<file path="config.mk">
export PLATFORM = sky130hd
export DESIGN_NAME = grid_mask_triangulation_core
export DESIGN_NICKNAME = d
export VERILOG_FILES = /design/src/hw/rtl/gmt_pkg.sv /design/src/hw/rtl/grid_mask_triangulation_core.sv /design/src/hw/rtl/gmt_front.sv /design/src/hw/rtl/gmt_queue.sv /design/src/hw/rtl/gmt_back.sv
export VERILOG_INCLUDE_DIRS = /design/src /design/src/hw/rtl
export SDC_FILE = /design/constraint.sdc
export NUM_CORES = 2
export LEC_CHECK = 0
export CORE_MARGIN = 2
export CORE_UTILIZATION = 63
export DETAILED_ROUTE_END_ITERATION = 10
export DONT_BUFFER_PORTS = 1
export PLACE_DENSITY = 0.84
export SYNTH_ARGS = -nofsm -noshare
export SYNTH_HDL_FRONTEND = slang
export SYNTH_SLANG_ARGS = --single-unit
</file>
<file path="constraint.sdc">
create_clock -name i_clk -period 7.3 [get_ports i_clk]
set_input_delay 1.46 -clock i_clk [delete_from_list [all_inputs] [get_ports i_clk]]
set_output_delay 1.46 -clock i_clk [all_outputs]
set_load 0.005 [all_outputs]
</file>
<file path="src/hw/rtl/grid_mask_triangulation_core_assert.svh">
// Assertion macros shared by the grid mask triangulation RTL.
// Each expects i_clk and i_rst_n in scope; checks are off while reset is held.
`ifndef GRID_MASK_TRIANGULATION_CORE_ASSERT_SVH
`define GRID_MASK_TRIANGULATION_CORE_ASSERT_SVH

// Same-cycle implication.
`define GMT_ASSERT_IMP(lbl, ante, cons, msg) \
    lbl: assert property (@(posedge i_clk) disable iff (!i_rst_n) (ante) |-> (cons)) \
        else $error(msg);

// Next-cycle implication.
`define GMT_ASSERT_NXT(lbl, ante, cons, msg) \
    lbl: assert property (@(posedge i_clk) disable iff (!i_rst_n) (ante) |=> (cons)) \
        else $error(msg);

`endif

</file>
<file path="src/hw/rtl/gmt_pkg.sv">
`timescale 1ns / 1ps
package gmt_pkg;

    // Frame geometry limits
    localparam int unsigned MAX_WIDTH  = 1024;
    localparam int unsigned MAX_HEIGHT = 1024;
    localparam int unsigned COL_W      = $clog2(MAX_WIDTH);
    localparam int unsigned ROW_W      = $clog2(MAX_HEIGHT);
    localparam int unsigned W_W        = COL_W + 1;
    localparam int unsigned H_W        = ROW_W + 1;

    // Fixed field widths
    localparam int unsigned DIM_W      = 11;
    localparam int unsigned IDX_W      = 20;
    localparam int unsigned CFG_IDX_W  = 1;

    // Register indexes
    localparam logic [CFG_IDX_W-1:0] REG_ROW_WIDTH = 1'd0;
    localparam logic [CFG_IDX_W-1:0] REG_ROW_COUNT = 1'd1;

    // Register reset values
    localparam int unsigned RESET_WIDTH  = 640;
    localparam int unsigned RESET_HEIGHT = 480;

    // Occupancy codes that produce triangles
    localparam logic [3:0] CODE_7  = 4'd7;
    localparam logic [3:0] CODE_11 = 4'd11;
    localparam logic [3:0] CODE_13 = 4'd13;
    localparam logic [3:0] CODE_14 = 4'd14;
    localparam logic [3:0] CODE_15 = 4'd15;

    // Quad queue between front and back
    localparam int unsigned QUEUE_DEPTH = 4;
    localparam int unsigned QPTR_W      = $clog2(QUEUE_DEPTH);
    localparam int unsigned QCNT_W      = $clog2(QUEUE_DEPTH + 1);

    // One classified quad: its code and the index of its bottom-right corner
    typedef struct packed {
        logic [3:0]       code;
        logic [IDX_W-1:0] p3;
    } t_quad;

    // Clamp a register value into 2..hi
    function automatic int unsigned clamp_dim(input logic [DIM_W-1:0] v,
                                              input int unsigned hi);
        int unsigned x;
        x = int'(v);
        if (x < 2) begin
            return 2;
        end
        if (x > hi) begin
            return hi;
        end
        return x;
    endfunction

    // True for the codes that produce at least one triangle
    function automatic logic code_emits(input logic [3:0] code);
        return (code == CODE_7) || (code == CODE_11) || (code == CODE_13) ||
               (code == CODE_14) || (code == CODE_15);
    endfunction

endpackage

</file>
<file path="src/hw/rtl/grid_mask_triangulation_core.sv">
// Throughput: 1 pixel per cycle in unless the queue is full, 1 triangle per cycle out while
// i_tri_ready is high; a fully set quad gives two triangles, and a 4-entry quad queue between
// classifier and emitter takes up those bursts. Reset (i_rst_n low at a clock edge) clears the
// raster counters, the pipeline and the queue, and sets row_width to 640 and row_count to 480;
// the line buffer is not cleared.
`timescale 1ns / 1ps
module grid_mask_triangulation_core (
    input  logic                             i_clk,
    input  logic                             i_rst_n,
    input  logic                             i_cfg_we,
    input  logic [gmt_pkg::CFG_IDX_W-1:0]    i_cfg_index,
    input  logic [gmt_pkg::DIM_W-1:0]        i_cfg_data,
    input  logic                             i_pix_valid,
    output logic                             o_pix_ready,
    input  logic                             i_pixel_label,
    input  logic                             i_frame_start,
    output logic                             o_tri_valid,
    input  logic                             i_tri_ready,
    output logic [gmt_pkg::IDX_W-1:0]        o_vertex_first,
    output logic [gmt_pkg::IDX_W-1:0]        o_vertex_second,
    output logic [gmt_pkg::IDX_W-1:0]        o_vertex_third,
    output logic                             o_last_of_run
);
    import gmt_pkg::*;

    // Frame size, held already clamped
    logic [W_W-1:0] r_w;
    logic [H_W-1:0] r_h;

    logic  w_push;
    logic  w_pop;
    logic  w_full;
    logic  w_empty;
    t_quad w_quad_in;
    t_quad w_quad_out;

    always_ff @(posedge i_clk) begin
        if (!i_rst_n) begin
            r_w <= W_W'(clamp_dim(DIM_W'(RESET_WIDTH), MAX_WIDTH));
            r_h <= H_W'(clamp_dim(DIM_W'(RESET_HEIGHT), MAX_HEIGHT));
        end else if (i_cfg_we) begin
            case (i_cfg_index)
                REG_ROW_WIDTH: r_w <= W_W'(clamp_dim(i_cfg_data, MAX_WIDTH));
                REG_ROW_COUNT: r_h <= H_W'(clamp_dim(i_cfg_data, MAX_HEIGHT));
                default: begin
                end
            endcase
        end
    end

    gmt_front u_front (
        .i_clk         (i_clk),
        .i_rst_n       (i_rst_n),
        .i_pix_valid   (i_pix_valid),
        .o_pix_ready   (o_pix_ready),
        .i_pixel_label (i_pixel_label),
        .i_frame_start (i_frame_start),
        .i_w           (r_w),
        .i_h           (r_h),
        .o_push        (w_push),
        .o_quad        (w_quad_in),
        .i_full        (w_full)
    );

    gmt_queue u_queue (
        .i_clk   (i_clk),
        .i_rst_n (i_rst_n),
        .i_push  (w_push),
        .i_quad  (w_quad_in),
        .o_full  (w_full),
        .i_pop   (w_pop),
        .o_quad  (w_quad_out),
        .o_empty (w_empty)
    );

    gmt_back u_back (
        .i_clk           (i_clk),
        .i_rst_n         (i_rst_n),
        .i_w             (r_w),
        .i_quad          (w_quad_out),
        .i_empty         (w_empty),
        .o_pop           (w_pop),
        .o_tri_valid     (o_tri_valid),
        .i_tri_ready     (i_tri_ready),
        .o_vertex_first  (o_vertex_first),
        .o_vertex_second (o_vertex_second),
        .o_vertex_third  (o_vertex_third),
        .o_last_of_run   (o_last_of_run)
    );

endmodule

</file>
<file path="src/hw/rtl/gmt_front.sv">
`timescale 1ns / 1ps
module gmt_front (
    input  logic                      i_clk,
    input  logic                      i_rst_n,
    input  logic                      i_pix_valid,
    output logic                      o_pix_ready,
    input  logic                      i_pixel_label,
    input  logic                      i_frame_start,
    input  logic [gmt_pkg::W_W-1:0]   i_w,
    input  logic [gmt_pkg::H_W-1:0]   i_h,
    output logic                      o_push,
    output gmt_pkg::t_quad            o_quad,
    input  logic                      i_full
);
    import gmt_pkg::*;

    // Line buffer holding the previous row's labels
    logic r_line [MAX_WIDTH];
    logic r_above;

    // Raster position
    logic [COL_W-1:0] r_col, n_col;
    logic [ROW_W-1:0] r_row, n_row;
    logic [IDX_W-1:0] r_base, n_base;

    // Classification stage
    logic             r_b_valid;
    logic             r_b_label;
    logic             r_b_ok;
    logic [IDX_W-1:0] r_b_p3;
    logic             r_left_cur;
    logic             r_left_prev;

    logic             w_accept;
    logic             w_b_go;
    logic             w_emit;
    logic [3:0]       w_code;
    logic [COL_W-1:0] w_col;
    logic [ROW_W-1:0] w_row;
    logic [IDX_W-1:0] w_base;
    logic [W_W-1:0]   w_col_inc;
    logic [H_W-1:0]   w_row_inc;

    // Quad code: bit0 top-left, bit1 top-right, bit2 bottom-left, bit3 bottom-right
    assign w_code = {r_b_label, r_left_cur, r_above, r_left_prev};
    assign w_emit = r_b_ok && code_emits(w_code);
    assign w_b_go = !w_emit || !i_full;

    assign o_pix_ready = !r_b_valid || w_b_go;
    assign w_accept    = i_pix_valid && o_pix_ready;

    assign o_push      = r_b_valid && w_emit && !i_full;
    assign o_quad.code = w_code;
    assign o_quad.p3   = r_b_p3;

    // Frame start forces the pixel to column 0, row 0
    assign w_col     = i_frame_start ? '0 : r_col;
    assign w_row     = i_frame_start ? '0 : r_row;
    assign w_base    = i_frame_start ? '0 : r_base;
    assign w_col_inc = {1'b0, w_col} + W_W'(1);
    assign w_row_inc = {1'b0, w_row} + H_W'(1);

    // Next raster position
    always_comb begin
        n_col  = w_col_inc[COL_W-1:0];
        n_row  = w_row;
        n_base = w_base;
        if (w_col_inc >= i_w) begin
            n_col = '0;
            if (w_row_inc >= i_h) begin
                n_row  = '0;
                n_base = '0;
            end else begin
                n_row  = w_row_inc[ROW_W-1:0];
                n_base = w_base + IDX_W'(i_w);
            end
        end
    end

    // Counters and classification state
    always_ff @(posedge i_clk) begin
        if (!i_rst_n) begin
            r_col       <= '0;
            r_row       <= '0;
            r_base      <= '0;
            r_b_valid   <= 1'b0;
            r_left_cur  <= 1'b0;
            r_left_prev <= 1'b0;
        end else begin
            if (r_b_valid && w_b_go) begin
                r_left_prev <= r_above;
                r_left_cur  <= r_b_label;
            end
            if (w_accept) begin
                r_col     <= n_col;
                r_row     <= n_row;
                r_base    <= n_base;
                r_b_valid <= 1'b1;
            end else if (w_b_go) begin
                r_b_valid <= 1'b0;
            end
        end
    end

    // Payload of the classification stage
    always_ff @(posedge i_clk) begin
        if (w_accept) begin
            r_b_label <= i_pixel_label;
            r_b_ok    <= (w_col != '0) && (w_row != '0);
            r_b_p3    <= w_base + IDX_W'(w_col);
        end
    end

    // Line buffer: read the label above, then store this pixel in its place
    always_ff @(posedge i_clk) begin
        if (w_accept) begin
            r_above      <= r_line[w_col];
            r_line[w_col] <= i_pixel_label;
        end
    end

endmodule

</file>
<file path="src/hw/rtl/gmt_queue.sv">
`timescale 1ns / 1ps
`include "grid_mask_triangulation_core_assert.svh"
module gmt_queue (
    input  logic           i_clk,
    input  logic           i_rst_n,
    input  logic           i_push,
    input  gmt_pkg::t_quad i_quad,
    output logic           o_full,
    input  logic           i_pop,
    output gmt_pkg::t_quad o_quad,
    output logic           o_empty
);
    import gmt_pkg::*;

    t_quad             r_mem [QUEUE_DEPTH];
    logic [QPTR_W-1:0] r_wr_ptr;
    logic [QPTR_W-1:0] r_rd_ptr;
    logic [QCNT_W-1:0] r_count;

    assign o_full  = (r_count == QCNT_W'(QUEUE_DEPTH));
    assign o_empty = (r_count == '0);
    assign o_quad  = r_mem[r_rd_ptr];

    // Pointers and fill level
    always_ff @(posedge i_clk) begin
        if (!i_rst_n) begin
            r_wr_ptr <= '0;
            r_rd_ptr <= '0;
            r_count  <= '0;
        end else begin
            if (i_push) begin
                r_wr_ptr <= r_wr_ptr + QPTR_W'(1);
            end
            if (i_pop) begin
                r_rd_ptr <= r_rd_ptr + QPTR_W'(1);
            end
            if (i_push && !i_pop) begin
                r_count <= r_count + QCNT_W'(1);
            end else if (i_pop && !i_push) begin
                r_count <= r_count - QCNT_W'(1);
            end
        end
    end

    // Entry storage
    always_ff @(posedge i_clk) begin
        if (i_push) begin
            r_mem[r_wr_ptr] <= i_quad;
        end
    end

    `GMT_ASSERT_IMP(a_no_push_full, i_push, !o_full, "quad pushed into a full queue")
    `GMT_ASSERT_IMP(a_no_pop_empty, i_pop, !o_empty, "quad popped from an empty queue")
    `GMT_ASSERT_IMP(a_count_range, 1'b1, r_count <= QCNT_W'(QUEUE_DEPTH), "queue count overrun")

endmodule

</file>
<file path="src/hw/rtl/gmt_back.sv">
`timescale 1ns / 1ps
`include "grid_mask_triangulation_core_assert.svh"
module gmt_back (
    input  logic                       i_clk,
    input  logic                       i_rst_n,
    input  logic [gmt_pkg::W_W-1:0]    i_w,
    input  gmt_pkg::t_quad             i_quad,
    input  logic                       i_empty,
    output logic                       o_pop,
    output logic                       o_tri_valid,
    input  logic                       i_tri_ready,
    output logic [gmt_pkg::IDX_W-1:0]  o_vertex_first,
    output logic [gmt_pkg::IDX_W-1:0]  o_vertex_second,
    output logic [gmt_pkg::IDX_W-1:0]  o_vertex_third,
    output logic                       o_last_of_run
);
    import gmt_pkg::*;

    logic             r_valid;
    logic             r_second;
    logic [IDX_W-1:0] r_v0, r_v1, r_v2;
    logic             r_last;

    logic             w_load;
    logic             w_split;
    logic [IDX_W-1:0] w_p0, w_p1, w_p2, w_p3, w_wx;
    logic [IDX_W-1:0] n_v0, n_v1, n_v2;
    logic             n_last;

    assign w_load  = (!r_valid || i_tri_ready) && !i_empty;
    assign w_split = (i_quad.code == CODE_15) && !r_second;
    assign o_pop   = w_load && !w_split;

    // Corner indices of the quad
    assign w_wx = IDX_W'(i_w);
    assign w_p3 = i_quad.p3;
    assign w_p2 = w_p3 - IDX_W'(1);
    assign w_p1 = w_p3 - w_wx;
    assign w_p0 = w_p3 + ~w_wx;

    // Triangle selection, counter-clockwise
    always_comb begin
        n_v0   = w_p0;
        n_v1   = w_p2;
        n_v2   = w_p1;
        n_last = 1'b1;
        case (i_quad.code)
            CODE_11: begin
                n_v1 = w_p3;
            end
            CODE_13: begin
                n_v2 = w_p3;
            end
            CODE_14: begin
                n_v0 = w_p1;
                n_v2 = w_p3;
            end
            CODE_15: begin
                if (r_second) begin
                    n_v0 = w_p3;
                    n_v1 = w_p1;
                    n_v2 = w_p2;
                end else begin
                    n_last = 1'b0;
                end
            end
            default: begin
            end
        endcase
    end

    // Output register and split tracking
    always_ff @(posedge i_clk) begin
        if (!i_rst_n) begin
            r_valid  <= 1'b0;
            r_second <= 1'b0;
        end else begin
            if (w_load) begin
                r_valid  <= 1'b1;
                r_second <= w_split;
            end else if (i_tri_ready) begin
                r_valid <= 1'b0;
            end
        end
    end

    always_ff @(posedge i_clk) begin
        if (w_load) begin
            r_v0   <= n_v0;
            r_v1   <= n_v1;
            r_v2   <= n_v2;
            r_last <= n_last;
        end
    end

    assign o_tri_valid     = r_valid;
    assign o_vertex_first  = r_v0;
    assign o_vertex_second = r_v1;
    assign o_vertex_third  = r_v2;
    assign o_last_of_run   = r_last;

    `GMT_ASSERT_NXT(a_split_follows, r_valid && i_tri_ready && !r_last, r_valid && r_last,
        "second triangle of a full quad did not follow")
    `GMT_ASSERT_IMP(a_split_held, r_second, !i_empty, "full quad left the queue before its second half")

endmodule

</file>
After elaboration in Yosys (flattened, before gate mapping)
Memories as Yosys holds them, arrays and structs flattened. A register that Yosys moved wholly into a read port is not among the register bits.
Index checks and enable logic that the tools add are counted.
- latch bits: 0
- bits in read-only memories: 0
- output and inout port bits: 63
- input bits: 19
- RAM bits: 1120
- flip-flop bits (word level): 157
- memories kept: 2
- add/subtract/negate cells: 11
- div/mod/pow operators: 0
- bitwise logic cells: 2
- multiplexer cells: 49
- reduce and logical (&&, ||, !) cells: 36
- $lt $le $gt $ge: 4
- multipliers: 0
- equality and inequality tests: 10
- shift operators: 0
- memories (memory ; depth ; width ; rd ports ; clocked after memory_dff ; wr ports ; line ; source):
    u_front.r_line ; 1024 ; 1 ; 1 ; 1 ; 1 ; gmt_front.sv:18 ; logic r_line [MAX_WIDTH];
    u_queue.r_mem ; 4 ; 24 ; 1 ; 1 ; 1 ; gmt_queue.sv:15 ; t_quad r_mem [QUEUE_DEPTH];
- operators by type and width (cell ; number):
    2-to-1 mux 20 bit ; 6
    case mux 20 bit (2 select lines) ; 3
    2-to-1 mux 11 bit ; 5
    2-to-1 mux 10 bit ; 5
    == test 4 bit (second input constant) ; 8
    2-to-1 mux 1 bit ; 25
    adder 10 x 1 -> 11 bit (second input constant) ; 2
    greater-or-equal comparator 11 bit ; 2
    adder 20 x 10 -> 20 bit ; 1
    adder 20 x 11 -> 20 bit ; 1
    adder 20 bit ; 1
    inverter 11 -> 20 bit ; 1
    nonzero test 10 bit ; 2
    subtractor 20 x 1 -> 20 bit (second input constant) ; 1
    subtractor 20 x 11 -> 20 bit ; 1
    > comparator 11 bit (second input constant) ; 1
    logical AND 1 bit ; 11
    less-than comparator 11 x 2 -> 1 bit (second input constant) ; 1
    logical NOT 1 bit ; 9
    logical OR 1 bit ; 7
    2-to-1 mux 2 bit ; 3
    2-to-1 mux 3 bit ; 2
    nonzero test 2 bit ; 3
    adder 2 x 1 -> 2 bit (second input constant) ; 2
    8 further kinds ; 9

Logic depth before layout (Yosys ltp)
- depth in word-level cells: 12
- depth in mapped cells: 23
- gate-level depth less buffers: 17

By module
From an unflattened synthesis, not the netlist that was laid out.
- cell total of the unflattened synthesis: 5060
- area, all modules: 59105.4 µm²
- by module, submodules not included (module ; area each (µm²) ; cells each ; instances):
    gmt_front ; 49521.2 ; 4264 ; 1
    gmt_back ; 4734.5 ; 519 ; 1
    gmt_queue ; 3948.8 ; 169 ; 1
    grid_mask_triangulation_core ; 900.9 ; 108 ; 1

Worst setup path after synthesis
Ideal clock, no wire load.
- path kind: input to register
- start: input port i_tri_ready
- end: register u_queue.r_count[2]
- data arrival time: 6.091 ns
- setup time: 0.070 ns
- setup slack: 1.138 ns
- buffers on the path: 0
- stages: 9
- cell sequence: inv_1 > a21oi_1 > nand2_1 > ha_1 > inv_1 > fa_1 > xor2_1 > or3_1 > a21oi_1
- word-level cells in the longest chain between the ends: 6
- elaborated cells between the ends (all ways): 8
- those cells by class: mux (1); reduce/logical (7)
- ends and longest elaborated chain (item ; line ; source):
    start: declaration ; grid_mask_triangulation_core.sv:18 ; input logic i_tri_ready,
    logical OR 1 bit (*) ; gmt_back.sv:30 ; assign w_load = (!r_valid || i_tri_ready) && !i_empty;
    logical AND 1 bit (*) ; gmt_back.sv:30 ;
    via u_back.w_load ; gmt_back.sv:24 ; logic w_load;
    logical AND 1 bit (*) ; gmt_back.sv:32 ; assign o_pop = w_load && !w_split;
    logical NOT 1 bit ; gmt_queue.sv:37 ; if (i_push && !i_pop) begin
    logical AND 1 bit ; gmt_queue.sv:37 ;
    2-to-1 mux 3 bit / nonzero test 2 bit (equally long branches) ; -- ;
    end signal: assignment ; gmt_queue.sv:38 ; r_count <= r_count + QCNT_W'(1);
    end signal: assignment ; gmt_queue.sv:40 ; r_count <= r_count - QCNT_W'(1);
    end: declaration ; gmt_queue.sv:18 ; logic [QCNT_W-1:0] r_count;
Mark *: on every way through the listed nets, which the timed path passes. The rest lies on a longest branch.
A chain may end at the register's enable or synchronous reset.

Worst setup path in the final report
- start: register u_front.r_col[0]
- end: register u_front.r_base[19]
- word-level cells in the longest chain between the ends: 4
- ends and longest elaborated chain (item ; line ; source):
    start: declaration ; gmt_front.sv:22 ; logic [COL_W-1:0] r_col, n_col;
    start signal: assignment ; gmt_front.sv:95 ; r_col <= n_col;
    2-to-1 mux 10 bit ; gmt_front.sv:57 ; assign w_col = i_frame_start ? '0 : r_col;
    adder 10 x 1 -> 11 bit ; gmt_front.sv:60 ; assign w_col_inc = {1'b0, w_col} + W_W'(1);
    greater-or-equal comparator 11 bit ; gmt_front.sv:68 ; if (w_col_inc >= i_w) begin
    2-to-1 mux 20 bit ; gmt_front.sv:68 ;
    end signal: assignment ; gmt_front.sv:97 ; r_base <= n_base;
    end: declaration ; gmt_front.sv:24 ; logic [IDX_W-1:0] r_base, n_base;
Every way passes these cells.

==> impl_metrics.prom <==
# TYPE chip_impl_metric gauge
chip_impl_metric{name="gp_congestion",unit=""} 0.906
chip_impl_metric{name="die_h",unit="µm"} 309
chip_impl_metric{name="comb_power_share",unit=""} 0.101
chip_impl_metric{name="die_area",unit="µm²"} 95600
chip_impl_info{name="timing.rr.end",value="u_front.r_base[19]"} 1
chip_impl_metric{name="yosys_warnings",unit=""} 0
chip_impl_metric{name="internal_power",unit="mW"} 12.5
chip_impl_metric{name="min_delay_path_depth",unit=""} 2
chip_impl_metric{name="worst_clock_skew",unit="ns"} 0.0307
chip_impl_metric{name="hold_violations",unit=""} 0
chip_impl_info{name="critical_path_class",value="reg -> reg"} 1
chip_impl_metric{name="cts.sink_count",unit=""} 1280
chip_impl_metric{name="synth_enable_flop_cells",unit=""} 1204
chip_impl_info{name="timing.critical_path.from_type",value="flip-flop"} 1
chip_impl_metric{name="switching_power",unit="mW"} 4.11
chip_impl_metric{name="detailed_place_hpwl",unit="µm"} 94900
chip_impl_info{name="min_to",value="r_h[10]"} 1
chip_impl_metric{name="finalCriticalPeriod",unit="ns"} 5.90
chip_impl_metric{name="drt_pass1_iterations",unit=""} 7
chip_impl_metric{name="maximum_resistive_drop_on_vdd",unit="µV"} 310
chip_impl_info{name="rr_startpoint",value="u_front.r_col[0]"} 1
chip_impl_metric{name="initial_utilization",unit=""} 0.639
chip_impl_metric{name="mappedNetlistArea",unit="µm²"} 58700
chip_impl_metric{name="area.growth.synth_to_final",unit="%"} 8.20
chip_impl_metric{name="layout-drive-gt1-share",unit=""} 0.0806
chip_impl_metric{name="timing.slew.headroom",unit=""} -0.526
chip_impl_metric{name="first_global_vias",unit=""} 40853
chip_impl_metric{name="post-cts-setup-buffers",unit=""} 0
chip_impl_metric{name="maxSlewViolCount",unit=""} 693
chip_impl_metric{name="worst_skew_pair_latency",unit="ns"} 0.79
chip_impl_metric{name="ctsHoldBuffers",unit=""} 0
chip_impl_metric{name="via_per_inst",unit=""} 6.87
chip_impl_info{name="ys_top_cells_by_area",value="sky130_fd_sc_hd__edfxtp_1 (62%), sky130_fd_sc_hd__nor2_1 (7.5%), sky130_fd_sc_hd__mux2i_1 (3.5%)"} 1
chip_impl_metric{name="clockBufferDepth",unit=""} 3
chip_impl_metric{name="worstRegToRegCells",unit=""} 15
chip_impl_metric{name="overall_via_count_from_detail_route",unit=""} 42639
chip_impl_metric{name="drt_drc_violations_left",unit=""} 0
chip_impl_metric{name="synth.yosys.seq_area_share",unit=""} 0.642
chip_impl_metric{name="p_leak",unit="nW"} 19.8
chip_impl_metric{name="antenna_found_initial",unit=""} 5
chip_impl_info{name="crit_path_end_kind",value="flip-flop"} 1
chip_impl_metric{name="synth_top_cell_area_share",unit=""} 0.616
chip_impl_metric{name="critical_path_arrival",unit="ns"} 6.58
chip_impl_metric{name="whs",unit="ns"} 0.458
chip_impl_info{name="hold_path.class",value="reg -> reg"} 1
chip_impl_metric{name="avgRoutedWirePerCell",unit="µm"} 27.1
chip_impl_info{name="grt_setup_unrepaired",value="no"} 1
chip_impl_metric{name="drt_initial_violations",unit=""} 6988
chip_impl_metric{name="site_rows",unit=""} 111
chip_impl_metric{name="core-area",unit="µm²"} 91900
chip_impl_metric{name="fmax",unit="GHz"} 0.170
chip_impl_metric{name="grt_usage",unit=""} 0.351
chip_impl_metric{name="die_width",unit="µm"} 309
chip_impl_info{name="post_synth_top_area_cell",value="sky130_fd_sc_hd__edfxtp_1"} 1
chip_impl_info{name="run_status",value="complete, but fails checks"} 1
chip_impl_metric{name="cts_resized",unit=""} 0
chip_impl_metric{name="clk_pin_slew_worst_paths",unit="ns"} 0.06
chip_impl_metric{name="register_share_of_total_power",unit=""} 0.513
chip_impl_info{name="most_common_flop_cell_mapped_by_yosys",value="sky130_fd_sc_hd__edfxtp_1"} 1
chip_impl_info{name="ctsRootBufferMaster",value="sky130_fd_sc_hd__clkbuf_16"} 1
chip_impl_metric{name="cts-htree-levels",unit=""} 4
chip_impl_metric{name="setup.reg_to_reg.worst_slack",unit="ns"} 1.40
chip_impl_metric{name="finish.net_count",unit=""} 4958
chip_impl_metric{name="antenna_violating_nets_post_route",unit=""} 0
chip_impl_metric{name="ioPinCount",unit=""} 82
chip_impl_metric{name="io_buffers",unit=""} 0
chip_impl_info{name="hp-start",value="r_h[10]"} 1
chip_impl_metric{name="grt_pass1_wl",unit="µm"} 249000
chip_impl_metric{name="cts_buffers",unit=""} 131
chip_impl_metric{name="number_of_register_bits_inferred_by_synthesis",unit=""} 1280
chip_impl_metric{name="synthesis.nets",unit=""} 5165
chip_impl_metric{name="sw_frac_of_total",unit=""} 0.247
chip_impl_metric{name="grt_start_max_net_pins",unit=""} 1026
chip_impl_metric{name="pwr_density_cell",unit="nW/µm²"} 261
chip_impl_metric{name="postSynth.asyncResetShare",unit=""} 0
chip_impl_metric{name="leftover_overflow_at_the_end_of_global_routing",unit=""} 0
chip_impl_metric{name="syn_avg_cell_area",unit="µm²"} 11.6
chip_impl_metric{name="netlist-cell-type-count",unit=""} 86
chip_impl_metric{name="max-cap-violations",unit=""} 0
chip_impl_metric{name="setup-violations-final",unit=""} 0
chip_impl_metric{name="period_share",unit=""} 0.808
chip_impl_metric{name="worstMarginPinSlew",unit="ns"} 2.29
chip_impl_metric{name="power_frac_clock",unit=""} 0.386
chip_impl_info{name="tritoncts_clock_tree",value="done"} 1
chip_impl_metric{name="syn_inst",unit=""} 5073
chip_impl_info{name="violations",value="max-slew violations"} 1
chip_impl_metric{name="final_sum_of_negative_setup_slack",unit="ns"} 0
chip_impl_metric{name="critPathRequiredTime",unit="ns"} 7.99
chip_impl_metric{name="drt-total-wl",unit="µm"} 168000
chip_impl_metric{name="path_max_fanout",unit=""} 79
==> power by group through the flow <==
stage	combinational (mW)	clock [mW]	sequential, mW
floorplan	1.24	0	8.62
global placement	1.61	0	8.65
detailed placement	1.63	0	8.66
CTS	1.64	6.41	8.51
global route	1.82	6.68	8.54
finish	1.68	6.40	8.51
==> synth_stat cells (all sizes together) (8+ instances only) <==
library cell and number:
a21oi 150, dfxtp 76, a221oi 16, ha 68
a31oi 64, nor3 52, o31ai 9, nor2b 69
o221ai 54, xor2 34, nand2 541, nand2b 18
mux4 63, and2 15, a32oi 19, inv 66
xnor2 42, o21ai 129, and3 16, nor2 1174
nor4 10, a311oi 25, mux2 8, buf 131
or3 12, nand4 26, a21o 19, a221o 14
edfxtp 1204, o2111ai 16, o211ai 20, nand3 169
o22ai 27, a211oi 61, a222oi 9, mux2i 203
a21boi 9, clkbuf 298, a22oi 49
==> worst max-delay path by stage <==
| stage | slack, ns | from | cells past startpoint | endpoint |
|---|---|---|---|---|
| final | 1.40 | u_front.r_col[0] | 15 | u_front.r_base[19] |
| after CTS | 1.55 | u_front.r_col[0] | 15 | u_front.r_base[19] |
| after global routing | 1.07 | u_front.r_col[0] | 15 | u_front.r_base[19] |
| after global placement | 1.07 | i_frame_start | 15 | u_front.r_base[13] |
| after detailed placement | 1.02 | i_frame_start | 15 | u_front.r_base[19] |
| after floorplan | 1.14 | i_tri_ready | 9 | u_queue.r_count[2] |
==> layout make-up <==
class / count / area [µm²]
sequential: 1280 / 37700
fill: 6161 / 28400
multi-input combinational: 3298 / 19300
clock buffer: 162 / 3460
tap: 1243 / 1560
timing repair buffer: 89 / 718
clock inverter: 66 / 588
inverter: 66 / 255
antenna: 3 / 7.51
==> logic make-up after synthesis <==
logic type	Yosys count	share of synthesized area
xor+xnor	76	0.0113
fa+ha+maj	74	0.0164
flops	1280	0.642
buf+inv	495	0.0332
mux	274	0.0603
compound gates	736	0.0850
simple gates	2138	0.152
==> sequential cells by signal, summed over array words and instances (netlist names), 2 cells and up, named ones only <==
signal / cells
u_front.r_line: 1024
u_queue.r_mem: 96
u_back.o_vertex_first: 20
u_back.o_vertex_second: 20
u_back.o_vertex_third: 20
u_front.r_b_p3: 20
u_front.r_base: 20
r_h: 11
r_w: 11
u_front.r_col: 10
u_front.r_row: 10
u_queue.r_count: 3
u_queue.r_rd_ptr: 2
u_queue.r_wr_ptr: 2
==> cell usage in the layout, fill, tap and decap left out, drive strengths merged, types with 25 or more instances in the layout <==
cell type  instances
edfxtp          1204
nor2            1174
nand2            541
mux2i            203
nand3            169
clkbuf           162
a21oi            150
o21ai            129
buf               89
dfxtp             76
inv               75
nor2b             69
ha                68
a31oi             64
mux4              63
a211oi            61
o221ai            54
nor3              52
clkinv            52
a22oi             49
xnor2             42
xor2              34
o22ai             27
nand4             26
a311oi            25
==> worst max-delay path: stages (launching register included) <==
cell and delay, ns:
sky130_fd_sc_hd__dfxtp_4 0.89, sky130_fd_sc_hd__nand2b_4 0.16, sky130_fd_sc_hd__inv_8 0.49, sky130_fd_sc_hd__ha_1 0.57
sky130_fd_sc_hd__nand3_1 0.13, sky130_fd_sc_hd__nor3_1 0.35, sky130_fd_sc_hd__mux2i_1 0.33, sky130_fd_sc_hd__ha_1 0.29
sky130_fd_sc_hd__and3_1 0.18, sky130_fd_sc_hd__a221oi_1 0.25, sky130_fd_sc_hd__o21ai_1 0.14, sky130_fd_sc_hd__a21oi_1 0.76
sky130_fd_sc_hd__o21ai_1 0.45, sky130_fd_sc_hd__nor3_1 0.52, sky130_fd_sc_hd__nand3_1 0.12, sky130_fd_sc_hd__a21oi_1 0.15
==> metrics by stage <==
| stage | utilization | power, mW | cell area [µm²] | cells | setup slack (ns) |
|---|---|---|---|---|---|
| after floorplan | - | 9.87 | 58700 | 5073 | 1.14 |
| after global placement | 0.647 | 10.3 | 59500 | 5976 | 1.07 |
| after detailed placement | 0.647 | 10.3 | 59500 | 5976 | 1.02 |
| after CTS | 0.691 | 16.6 | 63500 | 6204 | 1.55 |
| after global routing | 0.691 | 17.0 | 63500 | 6205 | 1.07 |
| final | 0.691 | 16.6 | 63500 | 6207 | 1.40 |
==> metal layers <==
metal	wire (µm)	global-route usage	vias up
met2	77600	0.552	3422
li1	-	-	17899
met5	27	0	-
met3	22300	0.0869	836
met4	12700	0.234	4
met1	55400	0.435	20478
Power figures use the tool's default switching activity.
